`config.mk`:
```
export PLATFORM = sky130hd
export DESIGN_NAME = stochastic_bitstream_generator
export DESIGN_NICKNAME = d
export VERILOG_FILES = /design/src/rtl/core/sbg_pkg.sv /design/src/rtl/core/sbg_csr.sv /design/src/rtl/core/sbg_gen.sv /design/src/rtl/core/stochastic_bitstream_generator.sv
export SDC_FILE = /design/constraint.sdc
export NUM_CORES = 1
export LEC_CHECK = 0
export BUFFER_PORTS_ARGS = -buffer_cell sky130_fd_sc_hd__buf_2
export CORE_MARGIN = 2
export CORE_UTILIZATION = 30
export CTS_CLUSTER_SIZE = 30
export DETAILED_ROUTE_END_ITERATION = 16
export PLACE_DENSITY = 0.53
export SLEW_MARGIN = 20
export SYNTH_ARGS = -nofsm -noshare
export SYNTH_HDL_FRONTEND = slang
export SYNTH_HIERARCHICAL = 1
export SYNTH_SLANG_ARGS = --single-unit
```
`constraint.sdc`:
```
create_clock -name clock -period 12.3 [get_ports clock]
set_input_delay 1.23 -clock clock [delete_from_list [all_inputs] [get_ports clock]]
set_output_delay 1.23 -clock clock [all_outputs]
set_load 0.005 [all_outputs]
```
`src/rtl/core/sbg_pkg.sv`:
```
`timescale 1ns / 1ps

package sbg_pkg;

   localparam int WORD_W  = 32;
   localparam int PROB_W  = 33;
   localparam int KIND_W  = 2;
   localparam int COUNT_W = 17;
   localparam int INDEX_W = 2;

   localparam logic [COUNT_W-1:0] MAX_LENGTH = 17'd65536;

   localparam logic [WORD_W-1:0] LFSR_TAPS = 32'hD000_0001;
   localparam logic [WORD_W-1:0] LCG_MUL   = 32'd1103515245;
   localparam logic [WORD_W-1:0] LCG_ADD   = 32'd12345;

   localparam logic [INDEX_W-1:0] CSR_PROBABILITY   = 2'd0;
   localparam logic [INDEX_W-1:0] CSR_SOURCE_KIND   = 2'd1;
   localparam logic [INDEX_W-1:0] CSR_SEED          = 2'd2;
   localparam logic [INDEX_W-1:0] CSR_STREAM_LENGTH = 2'd3;

   localparam logic [KIND_W-1:0] SRC_VDC  = 2'd0;
   localparam logic [KIND_W-1:0] SRC_LFSR = 2'd1;
   localparam logic [KIND_W-1:0] SRC_LCG  = 2'd2;

   localparam logic [PROB_W-1:0]  PROB_RESET   = 33'h0_8000_0000;
   localparam logic [KIND_W-1:0]  KIND_RESET   = SRC_VDC;
   localparam logic [WORD_W-1:0]  SEED_RESET   = 32'd1;
   localparam logic [COUNT_W-1:0] LENGTH_RESET = 17'd1024;

   typedef struct packed {
      logic [PROB_W-1:0]  probability;
      logic [KIND_W-1:0]  source_kind;
      logic [WORD_W-1:0]  seed;
      logic [COUNT_W-1:0] stream_length;
   } cfg_type;

   typedef struct packed {
      logic               stream_bit;
      logic [COUNT_W-1:0] ones_so_far;
      logic               last_bit;
   } result_type;

endpackage

```
`src/rtl/core/sbg_csr.sv`:
```
`timescale 1ns / 1ps

module sbg_csr (
   input  logic                         clock,
   input  logic                         reset,
   input  logic                         csr_valid,
   output logic                         csr_ready,
   input  logic [sbg_pkg::INDEX_W-1:0]  csr_index,
   input  logic [sbg_pkg::PROB_W-1:0]   csr_data,
   output sbg_pkg::cfg_type             cfg
);
   import sbg_pkg::*;

   cfg_type cfg_ff;
   cfg_type cfg_in;

   assign csr_ready = 1'b1;
   assign cfg = cfg_ff;

   always_comb begin
      cfg_in = cfg_ff;
      if (csr_valid) begin
         unique case (csr_index)
            CSR_PROBABILITY:   cfg_in.probability   = csr_data;
            CSR_SOURCE_KIND:   cfg_in.source_kind   = csr_data[KIND_W-1:0];
            CSR_SEED:          cfg_in.seed          = csr_data[WORD_W-1:0];
            CSR_STREAM_LENGTH: cfg_in.stream_length = csr_data[COUNT_W-1:0];
            default:           cfg_in = cfg_ff;
         endcase
      end
   end

   always_ff @(posedge clock) begin
      if (reset) begin
         cfg_ff.probability   <= PROB_RESET;
         cfg_ff.source_kind   <= KIND_RESET;
         cfg_ff.seed          <= SEED_RESET;
         cfg_ff.stream_length <= LENGTH_RESET;
      end else begin
         cfg_ff <= cfg_in;
      end
   end

endmodule

```
`src/rtl/core/sbg_gen.sv`:
```
`timescale 1ns / 1ps

module sbg_gen (
   input  logic                clock,
   input  logic                reset,
   input  sbg_pkg::cfg_type    cfg,
   input  logic                accept,
   input  logic                restart,
   output sbg_pkg::result_type result
);
   import sbg_pkg::*;

   logic [WORD_W-1:0]  word_ff;
   logic [WORD_W-1:0]  word_in;
   logic [COUNT_W-1:0] position_ff;
   logic [COUNT_W-1:0] position_in;
   logic [COUNT_W-1:0] ones_ff;
   logic [COUNT_W-1:0] ones_in;

   logic [WORD_W-1:0]  word_base;
   logic [COUNT_W-1:0] position_base;
   logic [COUNT_W-1:0] ones_base;
   logic [WORD_W-1:0]  word_next;
   logic [WORD_W-1:0]  fraction;
   logic [WORD_W-1:0]  lcg_word;
   logic [COUNT_W-1:0] length_eff;
   logic [COUNT_W-1:0] position_next;
   logic [COUNT_W-1:0] ones_next;
   logic               bit_value;
   logic               last_value;

   function automatic logic [WORD_W-1:0] reverse_word(input logic [WORD_W-1:0] v);
      logic [WORD_W-1:0] r;
      for (int i = 0; i < WORD_W; i++) begin
         r[i] = v[WORD_W-1-i];
      end
      return r;
   endfunction

   always_comb begin
      word_base     = restart ? cfg.seed : word_ff;
      position_base = restart ? '0 : position_ff;
      ones_base     = restart ? '0 : ones_ff;
      lcg_word      = word_base * LCG_MUL + LCG_ADD;

      case (cfg.source_kind)
         SRC_VDC: begin
            fraction  = reverse_word(word_base);
            word_next = word_base + 32'd1;
         end
         SRC_LFSR: begin
            word_next = (word_base >> 1) ^ (word_base[0] ? LFSR_TAPS : '0);
            fraction  = word_next;
         end
         default: begin
            word_next = lcg_word;
            fraction  = {lcg_word[30:16], 17'd0};
         end
      endcase

      if (cfg.stream_length == '0) begin
         length_eff = 17'd1;
      end else if (cfg.stream_length > MAX_LENGTH) begin
         length_eff = MAX_LENGTH;
      end else begin
         length_eff = cfg.stream_length;
      end

      bit_value     = {1'b0, fraction} < cfg.probability;
      ones_next     = ones_base + {{(COUNT_W-1){1'b0}}, bit_value};
      position_next = position_base + 17'd1;
      last_value    = position_next >= length_eff;

      result.stream_bit  = bit_value;
      result.ones_so_far = ones_next;
      result.last_bit    = last_value;

      word_in     = word_ff;
      position_in = position_ff;
      ones_in     = ones_ff;
      if (accept) begin
         word_in     = word_next;
         position_in = last_value ? '0 : position_next;
         ones_in     = last_value ? '0 : ones_next;
      end
   end

   always_ff @(posedge clock) begin
      if (reset) begin
         word_ff     <= SEED_RESET;
         position_ff <= '0;
         ones_ff     <= '0;
      end else begin
         word_ff     <= word_in;
         position_ff <= position_in;
         ones_ff     <= ones_in;
      end
   end

`ifndef SYNTHESIS
   a_ones_bounded: assert property (@(posedge clock) disable iff (reset)
      ones_ff <= position_ff)
      else $error("ones count exceeds bit position");

   a_position_bounded: assert property (@(posedge clock) disable iff (reset)
      position_ff < MAX_LENGTH)
      else $error("bit position reached the maximum length without wrap");

   a_last_clears: assert property (@(posedge clock) disable iff (reset)
      accept && last_value |=> position_ff == '0 && ones_ff == '0)
      else $error("stream counts not cleared after the last bit");
`endif

endmodule

```
`src/rtl/core/stochastic_bitstream_generator.sv`:
```
`timescale 1ns / 1ps
// Channel | Direction | Ports
// req     | in        | req_valid, req_ready, req_restart
// rsp     | out       | rsp_valid, rsp_ready, rsp_stream_bit, rsp_ones_so_far, rsp_last_bit
// csr     | in        | csr_valid, csr_ready, csr_index, csr_data
//
// One item per cycle while no result is stalled; each result appears in the cycle after its item is accepted.
// The generator update, compare and count run in one pass into the result register.
// Synchronous reset restores the register defaults and a generator word of 1.
// While a result stalls, req_ready is low unless that result is taken in the same cycle.

module stochastic_bitstream_generator (
   input  logic                         clock,
   input  logic                         reset,
   input  logic                         req_valid,
   output logic                         req_ready,
   input  logic                         req_restart,
   output logic                         rsp_valid,
   input  logic                         rsp_ready,
   output logic                         rsp_stream_bit,
   output logic [sbg_pkg::COUNT_W-1:0]  rsp_ones_so_far,
   output logic                         rsp_last_bit,
   input  logic                         csr_valid,
   output logic                         csr_ready,
   input  logic [sbg_pkg::INDEX_W-1:0]  csr_index,
   input  logic [sbg_pkg::PROB_W-1:0]   csr_data
);
   import sbg_pkg::*;

   cfg_type    cfg;
   result_type result;
   result_type result_ff;
   result_type result_in;
   logic       valid_ff;
   logic       valid_in;
   logic       accept;

   sbg_csr u_csr (
      .clock     (clock),
      .reset     (reset),
      .csr_valid (csr_valid),
      .csr_ready (csr_ready),
      .csr_index (csr_index),
      .csr_data  (csr_data),
      .cfg       (cfg)
   );

   sbg_gen u_gen (
      .clock   (clock),
      .reset   (reset),
      .cfg     (cfg),
      .accept  (accept),
      .restart (req_restart),
      .result  (result)
   );

   assign req_ready = !valid_ff || rsp_ready;
   assign accept    = req_valid && req_ready;

   always_comb begin
      result_in = accept ? result : result_ff;
      valid_in  = accept || (valid_ff && !rsp_ready);
   end

   always_ff @(posedge clock) begin
      if (reset) begin
         valid_ff <= 1'b0;
      end else begin
         valid_ff <= valid_in;
      end
   end

   always_ff @(posedge clock) begin
      result_ff <= result_in;
   end

   assign rsp_valid       = valid_ff;
   assign rsp_stream_bit  = result_ff.stream_bit;
   assign rsp_ones_so_far = result_ff.ones_so_far;
   assign rsp_last_bit    = result_ff.last_bit;

`ifndef SYNTHESIS
   a_accept_gives_result: assert property (@(posedge clock) disable iff (reset)
      accept |=> valid_ff)
      else $error("accepted item produced no result");

   a_restart_count: assert property (@(posedge clock) disable iff (reset)
      accept && req_restart |=> rsp_ones_so_far == {{(COUNT_W-1){1'b0}}, rsp_stream_bit})
      else $error("restart did not clear the ones count");

   a_stall_holds: assert property (@(posedge clock) disable iff (reset)
      valid_ff && !rsp_ready |=> valid_ff && $stable(result_ff))
      else $error("result changed while stalled");
`endif

endmodule

```
Word-level counts from Yosys, hierarchy flattened

Cells that the tools add are included.
W data, S select, Z words.

Bits in latches: 0
Memory bits (read-only): 0
Input port bits: 41
RAM bits: 0
Flip-flop bits (word level): 170
Word-level logic and storage cells: 47
Memories kept: 0

Bitwise logic cells: 1
Muxes and demuxes: 10
Shift operators: 0
$mul: 1
Eq/ne operators: 4
Reductions and logical operators: 13
Divide/modulo/power cells: 0
Order comparisons: 3
Add/sub/neg operators: 4

Operator list:

| cell                     | number |
|---|---|
| $pmux W32 S2             | 2 |
| $mux W17                 | 6 |
| $mux W32                 | 2 |
| $lt A32 B33 Y1           | 1 |
| $add A32 B1 Y32 const B  | 1 |
| $add A32 B14 Y32 const B | 1 |
| $mul A32 B31 Y32 const B | 1 |
| $xor A31 B32 Y32         | 1 |
| $add A17 B1 Y17          | 1 |
| $add A17 B1 Y17 const B  | 1 |
| $ge A17 B17 Y1           | 1 |
| $gt A17 B17 Y1 const B   | 1 |
| $logic_not A17 Y1        | 1 |
| $reduce_and A2 Y1        | 4 |
| $eq A2 B1 Y1 const B     | 2 |
| $eq A2 B2 Y1 const B     | 2 |
| $logic_not A2 Y1         | 2 |
| $logic_and A1 B1 Y1      | 2 |
| $logic_not A1 Y1         | 2 |
| $logic_or A1 B1 Y1       | 2 |

Longest topological paths before layout

Depth after elaboration: 7
Mapped depth: 48
Depth with buffers taken out: 44

Modules after synthesis

The synthesis kept the hierarchy.

By module, submodules not included:

| module                         | cells each | instances | area an instance (sq um) |
|---|---|---|---|
| sbg_gen                        | 1822       | 1         | 15364.7 |
| sbg_csr                        | 318        | 1         | 3443.3 |
| stochastic_bitstream_generator | 24         | 1         | 625.6 |

Worst setup path before layout

OpenSTA, ideal clock, no wires.

Kind: in2reg
Start: input req_restart
End: register u_gen.ones_ff[15]
Buffers on the path: 4
Cell stages on the path: 45
Slack: 985 ps
Data arrival time: 11198 ps
Path through: buf_4 clkbuf_1 buf_2 mux2i_1 inv_1 ha_1 clkbuf_1 xor2_1 ha_1 nand2b_1 fa_1 inv_1 fa_1 inv_1 fa_1 ha_1 fa_1 inv_1 [9 not listed] a21oi_1 ha_1 a21o_1 a21o_1 a21oi_1 o21ai_0 a21oi_1 o21ai_0 o2bb2ai_1 nor2_1 ha_1 and4_1 and2_1 nand4_1 or2_2 xor2_1 nor2_1 a22o_1

RTL lines:

| what                   | line                                 | source |
|---|---|---|
| start: declaration     | stochastic_bitstream_generator.sv:17 | `input logic req_restart,` |
| end signal: assignment | sbg_gen.sv:96                        | `ones_ff <= ones_in;` |
| end: declaration       | sbg_gen.sv:17                        | `logic [COUNT_W-1:0] ones_ff;` |

==> metrics.md <==
| Metric | Value |
|---|---|
| Io pins | 63 |
| Hold Crit Class | register to register |
| Chip Height | 258.5 um |
| Syn Area/Cell | 8.980 um2 |
| Initial Util | 0.3026 |
| CTS H-tree depth | 4 |
| Clock buffer depth | 2 |
| Peak Freq | a little under 90 MHz |
| Layout cells sized above 1 | 0.07314 |
| Chip width | between 200 and 300 um |
| Via density | between 4 and 5 |
| Internal | 0.001827 W |
| Area delta synth->final | 9.632% |
| 1st-pass router iterations | 5 |
| Buffers on Ports | 61 |
| Clk_lat worst skew | 0.45 ns |
| Clk pwr share | 0.135 |
| Setup TNS | 0 ns |
| Yosys top cell by area | fa_1 |
| VDD IR-drop max | 0.1104 mV |
| Final worst-path cycle share | 0.9304 |
| CP max stage delay | 0.55 ns |
| Total chip power | 0.003666 W |
| Final Core Density | 0.3317 |
| Core area | 0.06423 mm2 |
| CP arrival | 11.62 ns |
| Slew Viols, Final | 0 |
| Sw Share | 0.5016 |
| Sequential share of the synthesized area | 0.1849 |
| Post-CTS Setup Bufs | 0 |
| Synth async-reset ratio | 0 |
| Remaining antenna violation count after routing | 0 |
| Clk sinks | 170 |
| Mean routed wirelength per cell | slightly below 20 um |
| Critical path origin | req_restart |
| Max stage delay cell, worst path | fa_1 |
| Final wirelength | 59.54 mm |
| Status | finished clean |
| GRT overflow | 0 |
| CTS root buffer | clkbuf_16 |
| Number of global-route vias before repair | 15625 |
| Yosys reg bits | 170 |
| Critical path startpoint category | input pin |
| CP endpoint kind | register |
| DRC viols | 0 |
| Final Skew | about 0.018 ns |
| First-pass GRT wire length | just over 90 mm |
| Post-synth EDFFs | 19 |
| Top post-synthesis cells by count | 444 x inv_1, 264 x ha_1, 184 x fa_1 |
| Comb pwr share | 0.700 |
| Top-count cell post-synth | inv_1 |
| Overall routing resource usage | 0.1810 |
| Fin. Hold Viols | 0 |
| Reg power frac | 0.165 |
| GP Congestion | 0.9507 |
| Worst EP required | 12.48 ns |
| Post-synth net total | 2653 |
| RSZ-0062 raised after global routing | false |
| Mapped Cells | 2164 |
| Worst Hold Margin | roughly 0.47 ns |
| Tightest Pin Transition | 0.8084 ns |
| Tmin final | 11.44 ns |
| Initial detailed-routing violation count | about 1200 |
| Slew margin rel. | 0.4591 |
| Initial antenna violation count | 0 |
| Leakage Power | between 10 and 15 nW |
| Ys flop type | dfxtp_1 |
| Num CTS Buffers | 17 |
| Pwr dens | 172.1 mW/mm2 |
| Detailed-route via count | 14941 |
| Post-DP HPWL | 49.23 mm |
| CTS tree | done |
| Mapped cell area | 0.01943 mm2 |
| Most frequent CP cell | inv_1 |
| Max Cap Violations | 0 |
| Hold path startpoint | u_gen/ones_ff[0] |
| Clock transition at the registers of the reported paths | ~0.06 ns |
| PostCTS Resize Cnt | 0 |
| Core Rows | 93 |
| Die Area | between 0.06 and 0.07 mm2 |
| Area contributors post-synth | fa_1 19%, ha_1 17%, dfxtp_1 16%, inv_1 8.6%, mux2i_1 5.9% |
| Antenna diode instance count | 0 |
| Fill count | 6693 |
| Critical path class | input pin to register |
| RR Startpoint | u_csr/cfg[21] |
| Final setup viols | 0 |
| CP Max Fanout | 17 |
| Distinct cells, synth | 81 |
| Nets | 2693 |
| Net switching power figure | 0.001839 W |
| Hold bufs inserted after CTS | 0 |
| Largest net degree at the start of global routing | 80 |
| Warnings from Yosys | 6 |
| Area share of the largest cell type after synthesis | 0.1895 |
## state kept, by name, indices dropped and copies added, names as in the netlist
register / flops
rsp_last_bit: 1
rsp_ones_so_far: 17
rsp_stream_bit: 1
rsp_valid: 1
u_csr/cfg: 84
u_gen/ones_ff: 17
u_gen/position_ff: 17
u_gen/word_ff: 32
## kinds of logic (layout without fill, tap and decap cells)
kind of cell	after synthesis	in the layout	share of synthesized area
other cells	1	1	0.0001930
mux	128	128	0.06677
fa+ha+maj	448	448	0.3595
xor+xnor	105	105	0.04732
compound gates	305	305	0.1074
simple gates	487	487	0.1302
flops	170	170	0.1849
buf+inv	520	571	0.1037
## layer usage
metal | global-route usage | wire (um) | vias up
li1 | - | - | 7116
met1 | 0.2437 | 27230 | 7327
met2 | 0.3047 | 28060 | 424
met3 | 0.01790 | 2581 | 74
met4 | 0.05764 | 1675 | 0
met5 | 0 | 0 | -
## worst max-delay path, delay by kind of cell
kind	cells	cell delay (ns)
mux	1	0.39
buf+inv	10	1.54
simple gates	11	2.03
xor+xnor	1	0.19
fa+ha+maj	12	4.79
compound gates	7	1.41
## layout make-up
type                            instances  area (um2)  area share
Sequential cell                       170        3596      0.1688
Clock inverter                          7       43.79    0.002055
Tap cell                              855        1070     0.05021
Multi-Input combinational cell       1474       13850      0.6502
Inverter                              444        1667     0.07822
Clock buffer                           23       479.2     0.02249
Timing Repair Buffer                   97       598.1     0.02807
## per-stage QoR
stage	setup WS, ns	instance area (um2)	instances
2_1_floorplan	0.9853	19430	2164
3_3_place_gp	0.6069	20750	3039
3_5_place_dp	0.5180	20780	3040
4_1_cts	0.9524	21310	3070
5_1_grt	0.2920	21310	3070
6_report	0.8565	21310	3070
## layout by cell type, fill, tap and decap left out, types with 13 or more instances in the layout
| master | n |
|---|---|
| a21o_1 | 24 |
| a21oi_1 | 59 |
| a22o_1 | 29 |
| a31oi_1 | 13 |
| buf_2 | 60 |
| buf_4 | 36 |
| clkbuf_16 | 18 |
| dfxtp_1 | 149 |
| edfxtp_1 | 19 |
| fa_1 | 184 |
| ha_1 | 264 |
| inv_1 | 444 |
| mux2_2 | 13 |
| mux2i_1 | 115 |
| nand2_1 | 107 |
| nand2b_1 | 131 |
| nand3_1 | 40 |
| nand4_1 | 16 |
| nor2_1 | 100 |
| nor2b_1 | 16 |
| nor3_1 | 19 |
| o21ai_0 | 70 |
| o21ai_1 | 16 |
| xnor2_1 | 76 |
| xor2_1 | 29 |
## final timing paths
kind                          to  cells after the start  slack (ns)
max          rsp_ones_so_far[16]                     42        0.86
min             u_gen/ones_ff[0]                      1        0.47
max reg2reg  rsp_ones_so_far[16]                     42        1.97
min reg2reg     u_gen/ones_ff[0]                      1        0.47
## power by group through the flow
| stage | clock network, W | registers, W | logic (W) |
|---|---|---|---|
| after global placement | 0 | 0.000616 | 0.00250 |
| after floorplan | 0 | 0.000611 | 0.00183 |
| after detailed placement | 0 | 0.000616 | 0.00253 |
| after global routing | 0.000526 | 0.000607 | 0.00288 |
| final | 0.000496 | 0.000604 | 0.00257 |
| after CTS | 0.000509 | 0.000604 | 0.00255 |
Power figures use the tool's default switching activity.
